## src/design/nbd_pkg.sv

```systemverilog
package nbd_pkg;

   localparam int BYTE_W     = 8;
   localparam int DIM_W      = 13;
   localparam int SCALE_W    = 5;
   localparam int DIVR_W     = 2 * SCALE_W;
   localparam int CSR_IDX_W  = 2;
   localparam int CSR_DATA_W = DIM_W;

   localparam int DEF_MAX_WIDTH = 4096;
   localparam int DEF_MAX_SCALE = 16;

   localparam logic [CSR_IDX_W-1:0] REG_FRAME_WIDTH  = 2'd0;
   localparam logic [CSR_IDX_W-1:0] REG_FRAME_HEIGHT = 2'd1;
   localparam logic [CSR_IDX_W-1:0] REG_SCALE_FACTOR = 2'd2;

   localparam logic [DIM_W-1:0]   RST_FRAME_WIDTH  = 13'd640;
   localparam logic [DIM_W-1:0]   RST_FRAME_HEIGHT = 13'd480;
   localparam logic [SCALE_W-1:0] RST_SCALE_FACTOR = 5'd2;

   // block sum width, reciprocal shift and reciprocal width
   function automatic int sum_width(int max_scale);
      return BYTE_W + 2 * $clog2(max_scale);
   endfunction

   function automatic int shift_width(int max_scale);
      return sum_width(max_scale) + DIVR_W;
   endfunction

   function automatic int recip_width(int max_scale);
      return shift_width(max_scale) - 1;
   endfunction

   typedef struct packed {
      logic               usable;
      logic [DIM_W-1:0]   width_last;
      logic [DIM_W-1:0]   luma_rows_last;
      logic [DIM_W-1:0]   chroma_rows_last;
      logic [DIM_W-1:0]   luma_blocks;
      logic [DIM_W-1:0]   chroma_pairs;
      logic [DIM_W-1:0]   luma_bands;
      logic [DIM_W-1:0]   chroma_bands;
      logic [SCALE_W-1:0] scale_last;
   } geom_type;

   typedef struct packed {
      logic valid;
      logic is_chroma;
      logic last;
   } tag_type;

endpackage

```

## src/design/nbd_out.sv

```systemverilog
module nbd_out
   import nbd_pkg::*;
#(
   parameter int MAX_SCALE = DEF_MAX_SCALE
) (
   input  logic                              clock,
   input  logic                              reset,
   input  logic [sum_width(MAX_SCALE)-1:0]   block_sum,
   input  tag_type                           tag,
   input  logic [recip_width(MAX_SCALE)-1:0] recip,
   output logic                              advance,
   output logic                              rsp_valid,
   input  logic                              rsp_stall,
   output logic [BYTE_W-1:0]                 rsp_scaled_byte,
   output logic                              rsp_is_chroma,
   output logic                              rsp_last_of_frame
);

   localparam int SUM_W   = sum_width(MAX_SCALE);
   localparam int REC_W   = recip_width(MAX_SCALE);
   localparam int SHIFT_K = shift_width(MAX_SCALE);
   localparam int PROD_W  = SUM_W + REC_W;

   logic [PROD_W-1:0] prod;
   logic [PROD_W-1:0] s3_prod_ff;
   tag_type           s3_tag_ff;
   logic              out_valid_ff;
   logic [BYTE_W-1:0] out_byte_ff;
   logic              out_chroma_ff;
   logic              out_last_ff;

   assign advance = !out_valid_ff || !rsp_stall;
   // floor division by scale squared through the ceiling reciprocal
   assign prod    = block_sum * recip;

   always_ff @(posedge clock) begin
      if (reset) begin
         s3_tag_ff    <= '0;
         out_valid_ff <= 1'b0;
      end else if (advance) begin
         s3_tag_ff    <= tag;
         out_valid_ff <= s3_tag_ff.valid;
      end
   end

   always_ff @(posedge clock) begin
      if (advance) begin
         s3_prod_ff    <= prod;
         out_byte_ff   <= s3_prod_ff[SHIFT_K +: BYTE_W];
         out_chroma_ff <= s3_tag_ff.is_chroma;
         out_last_ff   <= s3_tag_ff.last;
      end
   end

   assign rsp_valid         = out_valid_ff;
   assign rsp_scaled_byte   = out_byte_ff;
   assign rsp_is_chroma     = out_chroma_ff;
   assign rsp_last_of_frame = out_last_ff;

endmodule

```

## config.mk

```make
export PLATFORM = sky130hd
export DESIGN_NAME = nbd_out
export DESIGN_NICKNAME = d
export VERILOG_FILES = /design/src/design/nbd_pkg.sv /design/src/design/nbd_out.sv
export SDC_FILE = /design/constraint.sdc
export NUM_CORES = 1
export LEC_CHECK = 0
export BUFFER_PORTS_ARGS = -buffer_cell sky130_fd_sc_hd__buf_2
export CAP_MARGIN = 0
export CORE_MARGIN = 3
export CORE_UTILIZATION = 65
export DETAILED_ROUTE_END_ITERATION = 10
export PLACE_DENSITY = 0.95
export SYNTH_ARGS = -nofsm -noshare
export SYNTH_HDL_FRONTEND = slang
export SYNTH_SLANG_ARGS = --single-unit
```

## constraint.sdc

```tcl
create_clock -name clock -period 7.2 [get_ports clock]
set_input_delay 1.08 -clock clock [delete_from_list [all_inputs] [get_ports clock]]
set_output_delay 1.08 -clock clock [all_outputs]
set_load 0.02 [all_outputs]
```

==> reports/metrics.cfg <==
[setup_path]
crit_end=s3_prod_ff[31]
path_cells=buf_2 > nand2_1 > fa_1 > inv_1 > fa_1 > inv_1 > fa_1 > inv_1 > fa_1 > fa_1 > inv_1 > fa_1 > inv_1 > ha_1 > nand4_1 > o221ai_1 > a31o_2 > o2111ai_1 > nor4b_4 > a31oi_1 > xor2_1
crit_start=block_sum[8]
critPathMostFrequentCell=fa_1
crit_slowest_cell=fa_1
path_class=in2reg
cp_slowest_stage_delay_ps=540
reg2reg_to=s3_tag_ff[0]
end_kind=register
crit-reg2reg-launch=rsp_valid
cp.required_ps=7200
reg2reg_slack_ps=5800
crit_cells=21
cp_max_fo=19
crit_buf_inv=6
cp_top_family=adder cells
arrival_ps=7030
rr_worst_depth=3
startpoint_type=primary input

[logic_synthesis]
synthArstFlopShare_pct=0
synth_flop_cell=edfxtp_1
synth_top_cell_by_area=fa_1
synth_commonest_cells=inv_1 (328), fa_1 (300), nand2_1 (222)
yosysMostFrequentCell=inv_1
synth.area.top_cells=fa_1 (51%), inv_1 (10%), and2_1 (8.9%), ha_1 (8.3%), nand2_1 (7.1%)
synth_cells=1290
seq_area_frac_synth_pct=5.29
netlist_area_um2=11700
synth.avg_cell_area_um2=9.09
synth_edf_count=18
ys_seq_elements=22
syn-num-nets=1715
ys_warn_count=0
synth_top_cell_area_share_pct=51.2
ys_types=37

[sta]
timing.fmax_mhz=142
period_needed_ps=7030
setup_violations=0
skew_ps=1.13
fin_crit_sh_pct=97.6
slew_headroom_pct=45.1
worst_slew_pin_slew_ps=821
rsz0062_at_grt=false
finalHoldViolCount=0
slew_viol_final=0
setup_tns_ps=0

[global_routing]
grt_pass1_vias=10800
grt_usage_pct=33.7
grt_pass1_wl_mm=52.0
grt_max_degree=26
overflow=0
grt_antenna_before_repair=0

[clocking]
htree_levels=1
cts_buffer_depth=2
hold_buffers=0
post_cts_buffers=0
clockRootBuffer=clkbuf_16
clk_pin_slew_worst_paths_ps=50
cts_buffers=3
ctsResizeCount=0
worstSkewPairLatency_ps=250
clock-sinks=22
cts_tree=done

[final_layout]
nets=1730
layout-drive-gt1-share_pct=5.76
area_growth_syn_to_layout_pct=4.36

[floorplan]
row_count=48
die_h_um=140
io_pins=59
initial_utilization_pct=67.1
die_w_um=140
die_area_um2=19700
core_um2=17500

[routing]
viasPerCell=6.05
routedWlPerCell_um=20.5
antenna_left=0
dr.pass1.iters=8
drc_errors=0
vias=9246
wl_mm=31.3
drt_iter0_drc=755

[status]
status=finished, final reports clean

[placement]
dp_hpwl_mm=24.0
portBuffers=58
place.gp.congestion=0.907

[min_path]
hold_class=reg2reg

[job]
max_cap_violations=0

==> metrics by stage <==
stage               instances  hold slack [ps]  worst slack [ps]  utilization (%)  instance area [µm²]
CTS                      1528              420               208             70.0                12200
global placement         1525              402               152             69.5                12200
floorplan                1290              400               719                -                11700
global route             1528              420              19.8             70.0                12200
detailed placement       1525              407              57.4             69.5                12200
finish                   1529              425               170             70.0                12200
==> worst min-delay path by stage <==
stage                     depth (start not counted)  slack (ps)            endpoint           start
after floorplan                                   0         400  rsp_scaled_byte[0]  s3_prod_ff[26]
after CTS                                         0         420  rsp_scaled_byte[4]  s3_prod_ff[30]
after global routing                              0         420  rsp_scaled_byte[4]  s3_prod_ff[30]
final                                             0         430  rsp_scaled_byte[7]  s3_prod_ff[33]
after detailed placement                          0         410  rsp_scaled_byte[3]  s3_prod_ff[29]
after global placement                            0         400  rsp_scaled_byte[5]  s3_prod_ff[31]
==> flip-flops by register name, summed over array words and instances, names as in the netlist <==
name	count
rsp_scaled_byte	8
rsp_is_chroma	1
s3_prod_ff	8
rsp_valid	1
rsp_last_of_frame	1
s3_tag_ff	3
==> worst register-to-register path, delay by kind of cell (launching register included) <==
kind | cells | cell delay [ps]
flip-flops | 1 | 420
AO/OA/AOI/OAI | 1 | 90
AND/OR/NAND/NOR | 2 | 770
==> per-layer routing <==
layer | vias up | GRT usage, % | share of wire (%) | wire length [µm]
met5 | - | 0 | 0 | 0
met4 | 0 | 21.0 | 7.8 | 2440
met3 | 224 | 7.58 | 12 | 3720
met2 | 698 | 57.0 | 50 | 15600
met1 | 4571 | 38.8 | 31 | 9600
li1 | 3753 | - | - | -
==> cell families after synthesis <==
| family | after synthesis | synth area share [%] |
|---|---|---|
| flops | 22 | 5.29 |
| buf+inv | 385 | 12.3 |
| compound gates | 65 | 3.67 |
| simple gates | 418 | 17.5 |
| fa+ha+maj | 378 | 59.5 |
| xor+xnor | 22 | 1.64 |
==> cell type report <==
cell class | instances | area, µm²
repair buffers | 67 | 358
diodes | 1 | 2.50
multi-input cells | 883 | 9670
well taps | 225 | 282
flip-flops and latches | 22 | 621
fillers | 1223 | 5240
clock buffers | 3 | 75.1
inverters | 328 | 1230
==> cells in the final DEF (no fill, tap or decap), types with 2 or more instances in the layout <==
cell       instances
buf_4              9
clkbuf_16          3
a31oi_1            6
xnor2_1           14
o21ai_0            6
inv_1            328
fa_1             300
nor2b_1            2
o211ai_1           5
o21bai_1           3
ha_1              78
a211oi_1           5
o2111ai_1          3
nand4_1            7
nor2_1             6
nand3_1            7
buf_2             58
o21ai_1            2
edfxtp_1          18
dfxtp_1            4
xor2_1             8
a21o_1             6
and2_1           167
nand2_1          222
a21oi_1           18
o21a_1             5
Power is not shown: default switching activity piles up to over one toggle a cycle in this logic, so the estimate is an artifact.
