$ cat src/design/nbd_pkg.sv
package nbd_pkg;

   localparam int BYTE_W     = 8;
   localparam int DIM_W      = 13;
   localparam int SCALE_W    = 5;
   localparam int DIVR_W     = 2 * SCALE_W;
   localparam int CSR_IDX_W  = 2;
   localparam int CSR_DATA_W = DIM_W;

   localparam int DEF_MAX_WIDTH = 4096;
   localparam int DEF_MAX_SCALE = 16;

   localparam logic [CSR_IDX_W-1:0] REG_FRAME_WIDTH  = 2'd0;
   localparam logic [CSR_IDX_W-1:0] REG_FRAME_HEIGHT = 2'd1;
   localparam logic [CSR_IDX_W-1:0] REG_SCALE_FACTOR = 2'd2;

   localparam logic [DIM_W-1:0]   RST_FRAME_WIDTH  = 13'd640;
   localparam logic [DIM_W-1:0]   RST_FRAME_HEIGHT = 13'd480;
   localparam logic [SCALE_W-1:0] RST_SCALE_FACTOR = 5'd2;

   // block sum width, reciprocal shift and reciprocal width
   function automatic int sum_width(int max_scale);
      return BYTE_W + 2 * $clog2(max_scale);
   endfunction

   function automatic int shift_width(int max_scale);
      return sum_width(max_scale) + DIVR_W;
   endfunction

   function automatic int recip_width(int max_scale);
      return shift_width(max_scale) - 1;
   endfunction

   typedef struct packed {
      logic               usable;
      logic [DIM_W-1:0]   width_last;
      logic [DIM_W-1:0]   luma_rows_last;
      logic [DIM_W-1:0]   chroma_rows_last;
      logic [DIM_W-1:0]   luma_blocks;
      logic [DIM_W-1:0]   chroma_pairs;
      logic [DIM_W-1:0]   luma_bands;
      logic [DIM_W-1:0]   chroma_bands;
      logic [SCALE_W-1:0] scale_last;
   } geom_type;

   typedef struct packed {
      logic valid;
      logic is_chroma;
      logic last;
   } tag_type;

endpackage

$ cat src/design/nbd_div.sv
module nbd_div
   import nbd_pkg::*;
#(
   parameter int NUM_W = shift_width(DEF_MAX_SCALE) + 1,
   parameter int DEN_W = DIVR_W
) (
   input  logic             clock,
   input  logic             reset,
   input  logic             start,
   input  logic [NUM_W-1:0] num,
   input  logic [DEN_W-1:0] den,
   output logic             done,
   output logic [NUM_W-1:0] quot
);

   localparam int CNT_W = $clog2(NUM_W);
   localparam logic [CNT_W-1:0] CNT_LAST = CNT_W'(NUM_W - 1);

   logic             busy_ff;
   logic             done_ff;
   logic [CNT_W-1:0] cnt_ff;
   logic [NUM_W-1:0] num_ff;
   logic [NUM_W-1:0] num_in;
   logic [DEN_W-1:0] rem_ff;
   logic [DEN_W-1:0] rem_in;
   logic [DEN_W-1:0] den_ff;
   logic [DEN_W:0]   trial;
   logic [DEN_W:0]   diff;
   logic             ge;
   logic             step_last;

   // one quotient bit per cycle, msb first
   assign trial     = {rem_ff, num_ff[NUM_W-1]};
   assign diff      = trial - {1'b0, den_ff};
   assign ge        = trial >= {1'b0, den_ff};
   assign rem_in    = ge ? diff[DEN_W-1:0] : trial[DEN_W-1:0];
   assign num_in    = {num_ff[NUM_W-2:0], ge};
   assign step_last = busy_ff && (cnt_ff == CNT_LAST);

   always_ff @(posedge clock) begin
      if (reset) begin
         busy_ff <= 1'b0;
         done_ff <= 1'b0;
      end else if (start) begin
         busy_ff <= 1'b1;
         done_ff <= 1'b0;
      end else begin
         done_ff <= step_last;
         if (step_last) begin
            busy_ff <= 1'b0;
         end
      end
   end

   always_ff @(posedge clock) begin
      if (start) begin
         num_ff <= num;
         den_ff <= den;
         rem_ff <= '0;
         cnt_ff <= '0;
      end else if (busy_ff) begin
         num_ff <= num_in;
         rem_ff <= rem_in;
         cnt_ff <= cnt_ff + CNT_W'(1);
      end
   end

   assign done = done_ff;
   assign quot = num_ff;

endmodule

$ cat src/design/nbd_setup.sv
module nbd_setup
   import nbd_pkg::*;
#(
   parameter int MAX_WIDTH = DEF_MAX_WIDTH,
   parameter int MAX_SCALE = DEF_MAX_SCALE
) (
   input  logic                              clock,
   input  logic                              reset,
   input  logic                              csr_valid,
   input  logic [CSR_IDX_W-1:0]              csr_index,
   input  logic [CSR_DATA_W-1:0]             csr_wdata,
   output logic                              csr_ready,
   output logic                              restart,
   output logic                              ready,
   output geom_type                          geom,
   output logic [recip_width(MAX_SCALE)-1:0] recip
);

   localparam int SHIFT_K = shift_width(MAX_SCALE);
   localparam int NUM_W   = SHIFT_K + 1;
   localparam int REC_W   = recip_width(MAX_SCALE);

   localparam logic [NUM_W-1:0] ONE_K  = {1'b1, {SHIFT_K{1'b0}}};
   localparam logic [DIM_W:0]   MAXW_X = (DIM_W + 1)'(MAX_WIDTH);

   localparam logic [1:0] ST_WDIV = 2'd0;
   localparam logic [1:0] ST_HDIV = 2'd1;
   localparam logic [1:0] ST_RDIV = 2'd2;
   localparam logic [1:0] ST_DONE = 2'd3;

   logic [1:0]         state_ff;
   logic               go_ff;
   logic [DIM_W-1:0]   width_ff;
   logic [DIM_W-1:0]   width_in;
   logic [DIM_W-1:0]   height_ff;
   logic [DIM_W-1:0]   height_in;
   logic [SCALE_W-1:0] scale_ff;
   logic [SCALE_W-1:0] scale_in;
   logic               csr_hit;
   logic [DIVR_W-1:0]  sq_ff;
   logic [DIM_W-1:0]   wq_ff;
   logic [DIM_W-1:0]   hq_ff;
   logic [REC_W-1:0]   recip_ff;
   logic [DIM_W-1:0]   w_eff;
   logic [NUM_W-1:0]   div_num;
   logic [DIVR_W-1:0]  div_den;
   logic               div_done;
   logic [NUM_W-1:0]   div_quot;
   logic               div_take;
   logic               scale_ok;

   assign csr_ready = 1'b1;

   always_comb begin
      width_in  = width_ff;
      height_in = height_ff;
      scale_in  = scale_ff;
      csr_hit   = 1'b0;
      if (csr_valid) begin
         unique case (csr_index)
            REG_FRAME_WIDTH: begin
               width_in = csr_wdata;
               csr_hit  = 1'b1;
            end
            REG_FRAME_HEIGHT: begin
               height_in = csr_wdata;
               csr_hit   = 1'b1;
            end
            REG_SCALE_FACTOR: begin
               scale_in = csr_wdata[SCALE_W-1:0];
               csr_hit  = 1'b1;
            end
            default: ;
         endcase
      end
   end

   assign restart  = csr_hit;
   assign div_take = div_done && !go_ff;

   always_ff @(posedge clock) begin
      if (reset) begin
         state_ff  <= ST_WDIV;
         go_ff     <= 1'b1;
         width_ff  <= RST_FRAME_WIDTH;
         height_ff <= RST_FRAME_HEIGHT;
         scale_ff  <= RST_SCALE_FACTOR;
      end else begin
         width_ff  <= width_in;
         height_ff <= height_in;
         scale_ff  <= scale_in;
         go_ff     <= 1'b0;
         if (csr_hit) begin
            state_ff <= ST_WDIV;
            go_ff    <= 1'b1;
         end else if (div_take) begin
            unique case (state_ff)
               ST_WDIV: begin
                  state_ff <= ST_HDIV;
                  go_ff    <= 1'b1;
               end
               ST_HDIV: begin
                  state_ff <= ST_RDIV;
                  go_ff    <= 1'b1;
               end
               ST_RDIV: state_ff <= ST_DONE;
               default: ;
            endcase
         end
      end
   end

   always_ff @(posedge clock) begin
      sq_ff <= scale_ff * scale_ff;
      if (div_take) begin
         unique case (state_ff)
            ST_WDIV: wq_ff    <= div_quot[DIM_W-1:0];
            ST_HDIV: hq_ff    <= div_quot[DIM_W-1:0];
            ST_RDIV: recip_ff <= div_quot[REC_W-1:0];
            default: ;
         endcase
      end
   end

   assign w_eff = ({1'b0, width_ff} > MAXW_X) ? MAXW_X[DIM_W-1:0] : width_ff;

   always_comb begin
      unique case (state_ff)
         ST_WDIV: begin
            div_num = NUM_W'(w_eff);
            div_den = DIVR_W'(scale_ff);
         end
         ST_HDIV: begin
            div_num = NUM_W'(height_ff);
            div_den = DIVR_W'(scale_ff);
         end
         ST_RDIV: begin
            // ceiling reciprocal of scale squared
            div_num = ONE_K + NUM_W'(sq_ff) - NUM_W'(1);
            div_den = sq_ff;
         end
         default: begin
            div_num = '0;
            div_den = '0;
         end
      endcase
   end

   nbd_div #(
      .NUM_W (NUM_W),
      .DEN_W (DIVR_W)
   ) u_div (
      .clock (clock),
      .reset (reset),
      .start (go_ff),
      .num   (div_num),
      .den   (div_den),
      .done  (div_done),
      .quot  (div_quot)
   );

   assign scale_ok = (scale_ff >= SCALE_W'(2)) && (32'(scale_ff) <= 32'(MAX_SCALE));

   always_comb begin
      geom.usable           = scale_ok && (wq_ff >= DIM_W'(2)) && (hq_ff >= DIM_W'(2));
      geom.width_last       = w_eff - DIM_W'(1);
      geom.luma_rows_last   = height_ff - DIM_W'(1);
      geom.chroma_rows_last = {1'b0, height_ff[DIM_W-1:1]} - DIM_W'(1);
      geom.luma_blocks      = wq_ff;
      geom.chroma_pairs     = {1'b0, wq_ff[DIM_W-1:1]};
      geom.luma_bands       = hq_ff;
      geom.chroma_bands     = {1'b0, hq_ff[DIM_W-1:1]};
      geom.scale_last       = scale_ff - SCALE_W'(1);
   end

   assign ready = (state_ff == ST_DONE);
   assign recip = recip_ff;

endmodule

$ cat config.mk
export PLATFORM = sky130hd
export DESIGN_NAME = nbd_setup
export DESIGN_NICKNAME = d
export VERILOG_FILES = /design/src/design/nbd_pkg.sv /design/src/design/nbd_div.sv /design/src/design/nbd_setup.sv
export SDC_FILE = /design/constraint.sdc
export NUM_CORES = 1
export LEC_CHECK = 0
export CAP_MARGIN = 20
export CORE_MARGIN = 3
export CORE_UTILIZATION = 55
export CTS_CLUSTER_DIAMETER = 80
export DETAILED_ROUTE_END_ITERATION = 10
export DONT_BUFFER_PORTS = 1
export GPL_ROUTABILITY_DRIVEN = 0
export HOLD_SLACK_MARGIN = 0.05
export PLACE_DENSITY = 0.69
export SETUP_SLACK_MARGIN = 0.02
export SYNTH_ARGS = -nofsm -noshare
export SYNTH_HDL_FRONTEND = slang
export SYNTH_SLANG_ARGS = --single-unit
$ cat constraint.sdc
create_clock -name clock -period 3.1 [get_ports clock]
set_input_delay 0 -clock clock [delete_from_list [all_inputs] [get_ports clock]]
set_output_delay 0 -clock clock [all_outputs]
set_load 0.02 [all_outputs]
==> impl_metrics.toml, run 1 <==
[pwr]
powerDensity_mw_per_mm2 = 564
p_leak_uw = 0.00336
ir_drop_v = 0.000333
finalPower_uw = 4800

[worst_setup_path]
path_buf_inv = 2
reg2reg_depth = 11
critPathRequiredTime_ps = 3410
cp_num_cells = 11
cp_top_family = "adder cells"
path_class = "reg2reg"
cpMostUsedCell = "fa_1"
cp-start-kind = "register"
arrival_ps = 3240
path_cells = "inv_2 -> fa_1 -> fa_1 -> inv_1 -> ha_1 -> a31o_2 -> ha_4 -> nand2_1 -> o21ai_1 -> o41ai_2 -> xor2_1"
cp_slowest_stage_delay_ps = 530
end_kind = "register"
cp_max_fo = 6
slowest_stage = "fa_1"

[routing]
routedWlPerCell_microns = 18.7
postRouteAntennaNets = 0
viasPerCell = 5.82
drt-total-wl_microns = 17800
first_iter_violations = 377
drc_errors = 0
vias = 5540
drtPass1Iterations = 5

[placed_design]
dpl.cell_count = 893
portBuffers = 0
dp_hpwl_microns = 12800
preCtsSetupSlack_ps = 100

[cts]
cts_root_buf = "clkbuf_16"
clk_path_buf_depth = 2
clock_latency_ps = 430
cts_tree = "yes"
numCtsBuffers = 17
numClockSinks = 148
path_clk_slew_ps = 60
ctsHtreeMaxLevel = 4
cts_setup_buffers = 0

[grt]
grt_pass1_wl_microns = 28200
met3_usage_pct = 6.13
met2_usage_pct = 41.4
antenna_found_initial = 0
use_met1_pct = 30.0
grt_max_degree = 40
groute.usage.overall_pct = 24.3
busiest_layer = "met2"
first_global_vias = 5440
grt_overflow = 0

[synthesis]
synth.avg_cell_area_sq_um = 9.97
yosysSeqAreaShare_pct = 50.6
synth_cell_type_count = 66
yosys_warnings = 0
synth.area.mux_share_pct = 1.19
synth_simple_gate_area_share_pct = 16.1
yosys.area_share.adder_pct = 7.15
synth-edff-count = 88
synthCells = 761
synthArstFlopShare_pct = 0
synth_xor_area_share_pct = 5.54
synthTopCellsByArea = "edfxtp_1 35%, dfxtp_1 16%, ha_1 6.1%"
synth_compound_gate_area_share_pct = 11.8
synth_flop_cell = "edfxtp_1"
synth_top_cell_by_area = "edfxtp_1"
yosys_register_bits = 148
synth_top_family_by_area = "simple AND/OR/NAND/NOR gates"
synth_top_area_share_pct = 34.8
synth_area_sq_mm = 0.00759

[sta]
maxSlewHeadroom_pct = 44.7
slew_viol_final = 0
rsz0062_at_grt = "false"
finalClockSkew_ps = 9.34
final.setup.tns_ps = 0
hold_viol_final = 0
timing.hold.ws_ps = 98.4
setup_violations = 0
timing.final.ws_setup_ps = 166
post-route-min-period_ps = 2930
max_freq_ghz = 0.341
period_share_pct = 94.6
worst_pin_slew_ps = 827

[layout]
syn_to_final_growth_pct = 12.2
layout_commonest_cell = "nand2_1"
drive_gt1_share_pct = 9.41
final_cells = 952
fin_nets = 822
final_cell_mix = "101 x nand2_1, 88 x edfxtp_1, 59 x dfxtp_1, 56 x inv_1, 56 x nor2_1"
nFillCells = 1070
num_antenna_cells = 0

[die]
rows = 42
core_area_sq_mm = 0.0133
dieArea_sq_mm = 0.0152
start_util_pct = 56.9
ioPinCount = 143
dieHeight_microns = 123
die_x_microns = 123

[hold_path]
hold_depth = 3
hold_class = "in2reg"

[job]
drv_cap = 0

[status]
outcome = "completed"
per-layer routing:
layer	vias to the layer above	wire, microns
met5	-	0
met4	0	324
met3	24	1280
met2	239	8960
met1	2626	7220
li1	2651	-
synthesized netlist by cell type, drive strengths merged, types with 2 or more instances:
| cell | number |
|---|---|
| o221ai | 4 |
| o31ai | 3 |
| or3 | 6 |
| nand2b | 6 |
| mux2i | 9 |
| nand4 | 3 |
| inv | 58 |
| o21ai | 32 |
| a32oi | 2 |
| a311oi | 3 |
| a211oi | 3 |
| nand2 | 102 |
| xnor2 | 26 |
| xor2 | 22 |
| a21boi | 2 |
| and3 | 3 |
| o311ai | 3 |
| fa | 4 |
| nor3b | 2 |
| o22ai | 4 |
| edfxtp | 88 |
| nor2b | 9 |
| and2 | 10 |
| nand3b | 9 |
| a221oi | 4 |
| or2 | 2 |
| conb | 2 |
| nand3 | 11 |
| a31oi | 9 |
| o21a | 3 |
| nor2 | 56 |
| a31o | 2 |
| or3b | 2 |
| a22oi | 11 |
| nor4 | 10 |
| dfxtp | 60 |
| o41ai | 2 |
| a21oi | 36 |
| ha | 37 |
| buf | 30 |
| nor3 | 21 |
| clkbuf | 32 |
| a21o | 4 |
what timing repair did:
| action | in CTS | in global routing |
|---|---|---|
| pin swaps | 0 | 1 |
| hold buffers | 26 | 0 |
| gates resized for setup | 1 | 6 |
| setup endpoints to repair | 1 | 6 |
| hold endpoints to repair | 36 | 0 |
stage by stage:
step / util [%] / area (sq um)
final: 63.8 / 8520
after global routing: 63.8 / 8520
after CTS: 63.5 / 8480
after detailed placement: 57.1 / 7620
after global placement: 57.1 / 7620
after floorplan: - / 7620
flip-flops by register name (all words and copies together), names as in the netlist:
register	cells
u_div.den_ff	10
u_div.quot	27
u_div.busy_ff	1
state_ff	2
u_div.rem_ff	10
u_div.cnt_ff	5
wq_ff	13
recip	25
u_div.done	1
sq_ff	9
scale_ff	5
go_ff	1
height_ff	13
hq_ff	13
width_ff	13
final timing paths:
kind	startpoint	endpoint	slack, ps
max	scale_ff[2]$_SDFFE_PP0P_	sq_ff[9]$_DFF_P_	170
min	csr_valid	width_ff[9]$_SDFFE_PP1P_	100
max reg2reg	scale_ff[2]$_SDFFE_PP0P_	sq_ff[9]$_DFF_P_	170
min reg2reg	u_div.quot[23]$_DFFE_PP_	recip[23]$_DFFE_PP_	450
power breakdown:
| group | internal [uW] | total [uW] | switching, uW | leakage (uW) |
|---|---|---|---|---|
| sequential | 2170 | 2270 | 97.1 | 0.00136 |
| combinational | 180 | 481 | 302 | 0.00171 |
| clock | 1140 | 2050 | 903 | 0.000288 |
tightest hold or removal path: cells and delay by family:
kind,cells,cell delay [ps]
simple gates,3,500
cell type report:
class                           instances  area, sq um  share of cell area, %
Clock inverter                         15          166                   1.95
Inverter                               59          221                   2.60
Sequential cell                       148         3840                   45.1
Timing Repair Buffer                   44          403                   4.73
Multi-Input combinational cell        493         3240                   38.0
Clock buffer                           17          425                   4.99
Tap cell                              176          220                   2.59
cell families after synthesis:
logic type,count (synthesis)
fa+ha+maj,41
flops,148
buf+inv,121
other cells,2
simple gates,255
xor+xnor,48
mux,9
compound gates,137
Note: power is estimated with default switching activity, not from simulation.
==> run 2, diff against run 1 <==
--- a/config.mk
+++ b/config.mk
@@ -15,6 +15,8 @@
 export HOLD_SLACK_MARGIN = 0.05
 export PLACE_DENSITY = 0.69
 export SETUP_SLACK_MARGIN = 0.02
+export SKIP_LAST_GASP = 1
 export SYNTH_ARGS = -nofsm -noshare
 export SYNTH_HDL_FRONTEND = slang
+export SYNTH_HIERARCHICAL = 1
 export SYNTH_SLANG_ARGS = --single-unit
==> run 2 against run 1 <==
Global-route usage is 0.91 points lower. Clock skew shrank 0.73 ps. Clock-buffer cell count increased by 1. Combinational power down 0.8%. Wire length up 4.0%.
==> impl_metrics.toml, run 2 <==
[grt]
grt_max_degree = 37
grt_pass1_wl_microns = 29700
first_global_vias = 5759
grt_overflow = 0
antenna_found_initial = 0
groute.usage.overall_pct = 23.4

[pwr]
powerDensity_mw_per_mm2 = 521
power_frac_seq_pct = 48.7
clkPwrFrac_pct = 41.0
p_comb_share_pct = 10.3
p_leak_uw = 0.00355
swShare_pct = 26.6
power.internal_uw = 3400
ir_drop_v = 0.000337
switching_power_uw = 1230

[placed_design]
portBuffers = 0
placed_area_sq_mm = 0.00795
preCtsSetupSlack_ps = 34.9
dp_hpwl_microns = 13000

[die]
core_area_sq_mm = 0.0139
start_util_pct = 56.4
dieHeight_microns = 125
ioPinCount = 143
rows = 43
dieArea_sq_mm = 0.0157
die_x_microns = 125

[worst_setup_path]
cp_max_fo = 4
cpMostUsedCell = "fa_1"
path_buf_inv = 1
end_kind = "register"
path_class = "reg2reg"
cp-start-kind = "register"
cp_slowest_stage_delay_ps = 510
arrival_ps = 3430
cp_top_family = "adder cells"
slowest_stage = "fa_1"
critPathRequiredTime_ps = 3460
path_cells = "nand2_4 -> fa_1 -> fa_1 -> inv_1 -> ha_1 -> a31o_2 -> ha_4 -> nor3_2 -> a211oi_2 -> or4_1 -> nand3_1"

[synthesis]
synth_commonest_cells = "89 x nand2_1, 88 x edfxtp_1, 60 x dfxtp_1, 55 x nor2_1, 46 x inv_1"
synthCells = 765
synth.avg_cell_area_sq_um = 10.3
yosys.cell_count.top_type = "nand2_1"
synthArstFlopShare_pct = 0
synth_area_sq_mm = 0.00785
synthTopCellsByArea = "edfxtp_1 34%, dfxtp_1 15%, ha_1 5.9%"
synth_top_cell_by_area = "edfxtp_1"
synth_top_area_share_pct = 33.7
synth_flop_cell = "edfxtp_1"
yosys_warnings = 6
yosysSeqAreaShare_pct = 48.9
synth_cell_type_count = 69
yosys_register_bits = 148
synth-edff-count = 88

[routing]
routedWlPerCell_microns = 18.9
first_iter_violations = 432
vias = 5797
postRouteAntennaNets = 0
viasPerCell = 5.93
drtPass1Iterations = 5
drt-total-wl_microns = 18500
drc_errors = 0

[status]
outcome = "completed"

[cts]
clock_latency_ps = 420
numClockSinks = 148
cts_root_buf = "clkbuf_16"
ctsHtreeMaxLevel = 4
clk_path_buf_depth = 2
numCtsBuffers = 17
path_clk_slew_ps = 60
cts_setup_buffers = 0
cts_tree = "yes"

[sta]
timing.hold.ws_ps = 113
post-route-min-period_ps = 3080
worst_pin_slew_ps = 803
setup_violations = 0
timing.final.ws_setup_ps = 24.3
slew_viol_final = 0
hold_viol_final = 0
maxSlewHeadroom_pct = 46.5
period_share_pct = 99.2
finalClockSkew_ps = 8.61
final.setup.tns_ps = 0
max_freq_ghz = 0.325
rsz0062_at_grt = "true"

[layout]
num_antenna_cells = 0
final_cell_mix = "88 x nand2_1, 88 x edfxtp_1, 56 x dfxtp_1, 55 x nor2_1, 45 x inv_1"
fin_area_sq_mm = 0.00888
syn_to_final_growth_pct = 13.1
fin_nets = 842
largest_register_ffs = 27
drive_gt1_share_pct = 13.6
fin_util_pct = 63.8

[job]
drv_cap = 0

[hold_path]
hold_class = "in2reg"
[run 2: cell types whose count changed after synthesis, sizes merged, moves of 5 or more]
cell and delta:
a31oi -7, and4b +6, buf +6, clkbuf -7, inv -12, mux2 +26, nand2 -13, nor4 +5
o21ai -13, or4 +6, xnor2 -9, xor2 +6
[run 2: cell type report]
type,instances,area [sq um]
Timing Repair Buffer,60,563
Clock buffer,18,429
Inverter,47,176
Multi-Input combinational cell,510,3520
Clock inverter,14,116
Sequential cell,148,3850
Tap cell,180,225
Fill cell,1046,5050
[run 2: repair_timing]
action,4_1_cts,5_1_grt
gates cloned,0,0
gates resized for setup,2,1
hold endpoints to repair,36,0
pin swaps,0,1
setup endpoints to repair,1,2
hold buffers,37,0
[run 2: routing by layer]
metal  global-route usage, %  part of all wire [%]  vias up
met3                    5.51                   5.8       41
met5                       0                     0        -
li1                        -                     -     2743
met4                    10.5                   3.2        0
met1                    30.8                    44     2793
met2                    36.8                    48      220
[run 2: power groups by stage]
stage	registers [uW]	clock network (uW)	logic [uW]
finish	2260	1900	477
global route	2270	2010	521
CTS	2250	1930	472
detailed placement	2300	0	426
global placement	2290	0	413
floorplan	2250	0	369
[run 2: per-stage QoR]
| step | std cells | power, uW |
|---|---|---|
| final | 977 | 4630 |
| after global routing | 977 | 4800 |
| after CTS | 976 | 4650 |
| after detailed placement | 907 | 2720 |
| after global placement | 907 | 2710 |
| after floorplan | 766 | 2620 |
[run 2: cells by family after synthesis]
kind of cell               count (synthesis)  synth area share (%)
other                                      2                0.0956
muxes                                     39                  5.39
and+or+nand+nor                          266                  17.2
buffers and inverters                    108                  6.66
DFF                                      148                  48.9
xor gates and xnor gates                  45                  5.02
adders and majority gates                 40                  6.66
AOI/OAI and AO/OA                        117                  10.1
[run 2: path summary, 6_finish.rpt]
check	cells after the start	start	slack, ps	endpoint
worst max register to register	11	scale_ff[3]$_SDFFE_PP0P_	20	sq_ff[9]$_DFF_P_
worst max-delay path	11	scale_ff[3]$_SDFFE_PP0P_	20	sq_ff[9]$_DFF_P_
worst min register to register	0	u_div/quot[22]$_DFFE_PP_	450	recip[22]$_DFFE_PP_
worst min-delay path	3	csr_index[0]	110	height_ff[12]$_SDFFE_PP0P_
[run 2: tightest hold or removal path: cells and delay by family]
family          cells  cell delay [ps]
compound gates      1               50
simple gates        2              440
==> run 3, diff against run 2 <==
--- a/config.mk
+++ b/config.mk
@@ -13,10 +13,9 @@
 export DONT_BUFFER_PORTS = 1
 export GPL_ROUTABILITY_DRIVEN = 0
 export HOLD_SLACK_MARGIN = 0.05
-export PLACE_DENSITY = 0.69
+export PLACE_DENSITY = 0.72
 export SETUP_SLACK_MARGIN = 0.02
 export SKIP_LAST_GASP = 1
 export SYNTH_ARGS = -nofsm -noshare
 export SYNTH_HDL_FRONTEND = slang
-export SYNTH_HIERARCHICAL = 1
 export SYNTH_SLANG_ARGS = --single-unit
==> run 3 against run 2 <==
Critical path depth unchanged. Combinational power increased by 3%. Maximum frequency increased by 3.9%. Highest routed layer unchanged.
==> impl_metrics.toml, run 3 (synthesis results as in run 1) <==
[status]
outcome = "completed"

[routing]
drc_errors = 0
drtPass1Iterations = 7
vias = 5612
drt-total-wl_microns = 17200
viasPerCell = 5.86
postRouteAntennaNets = 0
routedWlPerCell_microns = 17.9
first_iter_violations = 559

[placed_design]
dp_hpwl_microns = 12200
placed_area_sq_mm = 0.00759
dpl.cell_count = 889
portBuffers = 0

[layout]
layout_commonest_cell = "nand2_1"
final_cell_mix = "101 x nand2_1, 88 x edfxtp_1, 59 x dfxtp_1, 56 x inv_1, 55 x nor2_1"
multi_input_area_sq_mm = 0.00323
drive_gt1_share_pct = 8.31
largest_register_ffs = 27
fin_nets = 828
final_cells = 958
nFillCells = 1025
final-seq-area_sq_mm = 0.00384
num_antenna_cells = 0
syn_to_final_growth_pct = 12.5
fin_area_sq_mm = 0.00854

[sta]
post-route-min-period_ps = 2960
max_freq_ghz = 0.338
final.setup.tns_ps = 0
worst_pin_slew_ps = 868
rsz0062_at_grt = "false"
hold_viol_final = 0
finalClockSkew_ps = 8.80
setup_violations = 0
slew_viol_final = 0
maxSlewHeadroom_pct = 41.7
period_share_pct = 95.5

[hold_path]
hold_depth = 4
hold_class = "in2reg"

[worst_setup_path]
arrival_ps = 3300
critPathRequiredTime_ps = 3430
cp_top_family = "adder cells"
slowest_stage = "fa_1"
cp_num_cells = 11
path_cells = "inv_2 -> fa_1 -> fa_1 -> inv_1 -> ha_1 -> a31o_2 -> ha_4 -> a21oi_1 -> o21bai_1 -> a21oi_1 -> xnor2_1"
cp-start-kind = "register"
end_kind = "register"
path_class = "reg2reg"
cp_slowest_stage_delay_ps = 510
path_buf_inv = 2
cp_max_fo = 6
reg2reg_depth = 11

[grt]
grt_max_degree = 39
grt_pass1_wl_microns = 26900
antenna_found_initial = 0
groute.usage.overall_pct = 22.8
grt_overflow = 0
first_global_vias = 5213

[die]
die_x_microns = 123
rows = 42
core_area_sq_mm = 0.0133
dieArea_sq_mm = 0.0152
ioPinCount = 143
start_util_pct = 56.9
dieHeight_microns = 123

[cts]
clock_latency_ps = 420
cts_root_buf = "clkbuf_16"
numClockSinks = 148
numCtsBuffers = 17
cts_tree = "yes"
path_clk_slew_ps = 60
ctsHtreeMaxLevel = 4
clk_path_buf_depth = 2

[job]
drv_cap = 0

[pwr]
powerDensity_mw_per_mm2 = 545
ir_drop_v = 0.000339
p_leak_uw = 0.00335
## run 3: worst min-delay path, delay by kind of cell
kind | cells | cell delay (ps)
AND/OR/NAND/NOR | 4 | 490
## run 3: layout make-up
type | instances | area share [%]
tap | 176 | 2.58
inverter | 59 | 2.59
clock inverter | 10 | 1.22
multi-input combinational | 493 | 37.8
timing repair buffer | 50 | 5.54
clock buffer | 22 | 5.20
sequential | 148 | 45.0
## run 3: per-stage QoR
stage          utilization, %  power [uW]  worst slack (ps)  hold WS [ps]
3_3_place_gp             56.9        2730               131          72.4
2_1_floorplan               -        2650              89.4           121
5_1_grt                  63.9        4820              25.1           175
4_1_cts                  63.8        4670              40.7          90.4
3_5_place_dp             56.9        2740            -0.446          75.9
6_report                 63.9        4650               139           103
## run 3: where the power goes
group	total (uW)	switching, uW	internal [uW]
logic	490	306	184
clock network	1900	787	1110
registers	2260	88.7	2170
total	4650	1180	3470
## run 3: repair_timing
item	in CTS	in global routing
gates cloned	0	0
pin swaps	0	1
gates resized for setup	2	4
hold buffers	36	0
endpoints found under the hold margin	36	0
setup buffers	0	0
endpoints found under the setup margin	2	5
## run 3: final timing paths
check | start | endpoint | slack (ps)
worst max-delay path | scale_ff[2]$_SDFFE_PP0P_ | sq_ff[8]$_DFF_P_ | 140
worst max register to register | scale_ff[2]$_SDFFE_PP0P_ | sq_ff[8]$_DFF_P_ | 140
worst min-delay path | csr_valid | height_ff[5]$_SDFFE_PP1P_ | 100
worst min register to register | u_div.quot[18]$_DFFE_PP_ | recip[18]$_DFFE_PP_ | 450
## run 3: layer usage
| metal | track usage (%) | up-vias | part of all wire [%] |
|---|---|---|---|
| li1 | - | 2645 | - |
| met1 | 30.2 | 2681 | 42 |
| met2 | 36.8 | 263 | 48 |
| met3 | 5.40 | 23 | 8.1 |
| met4 | 7.82 | 0 | 1.4 |
| met5 | 0 | - | 0 |
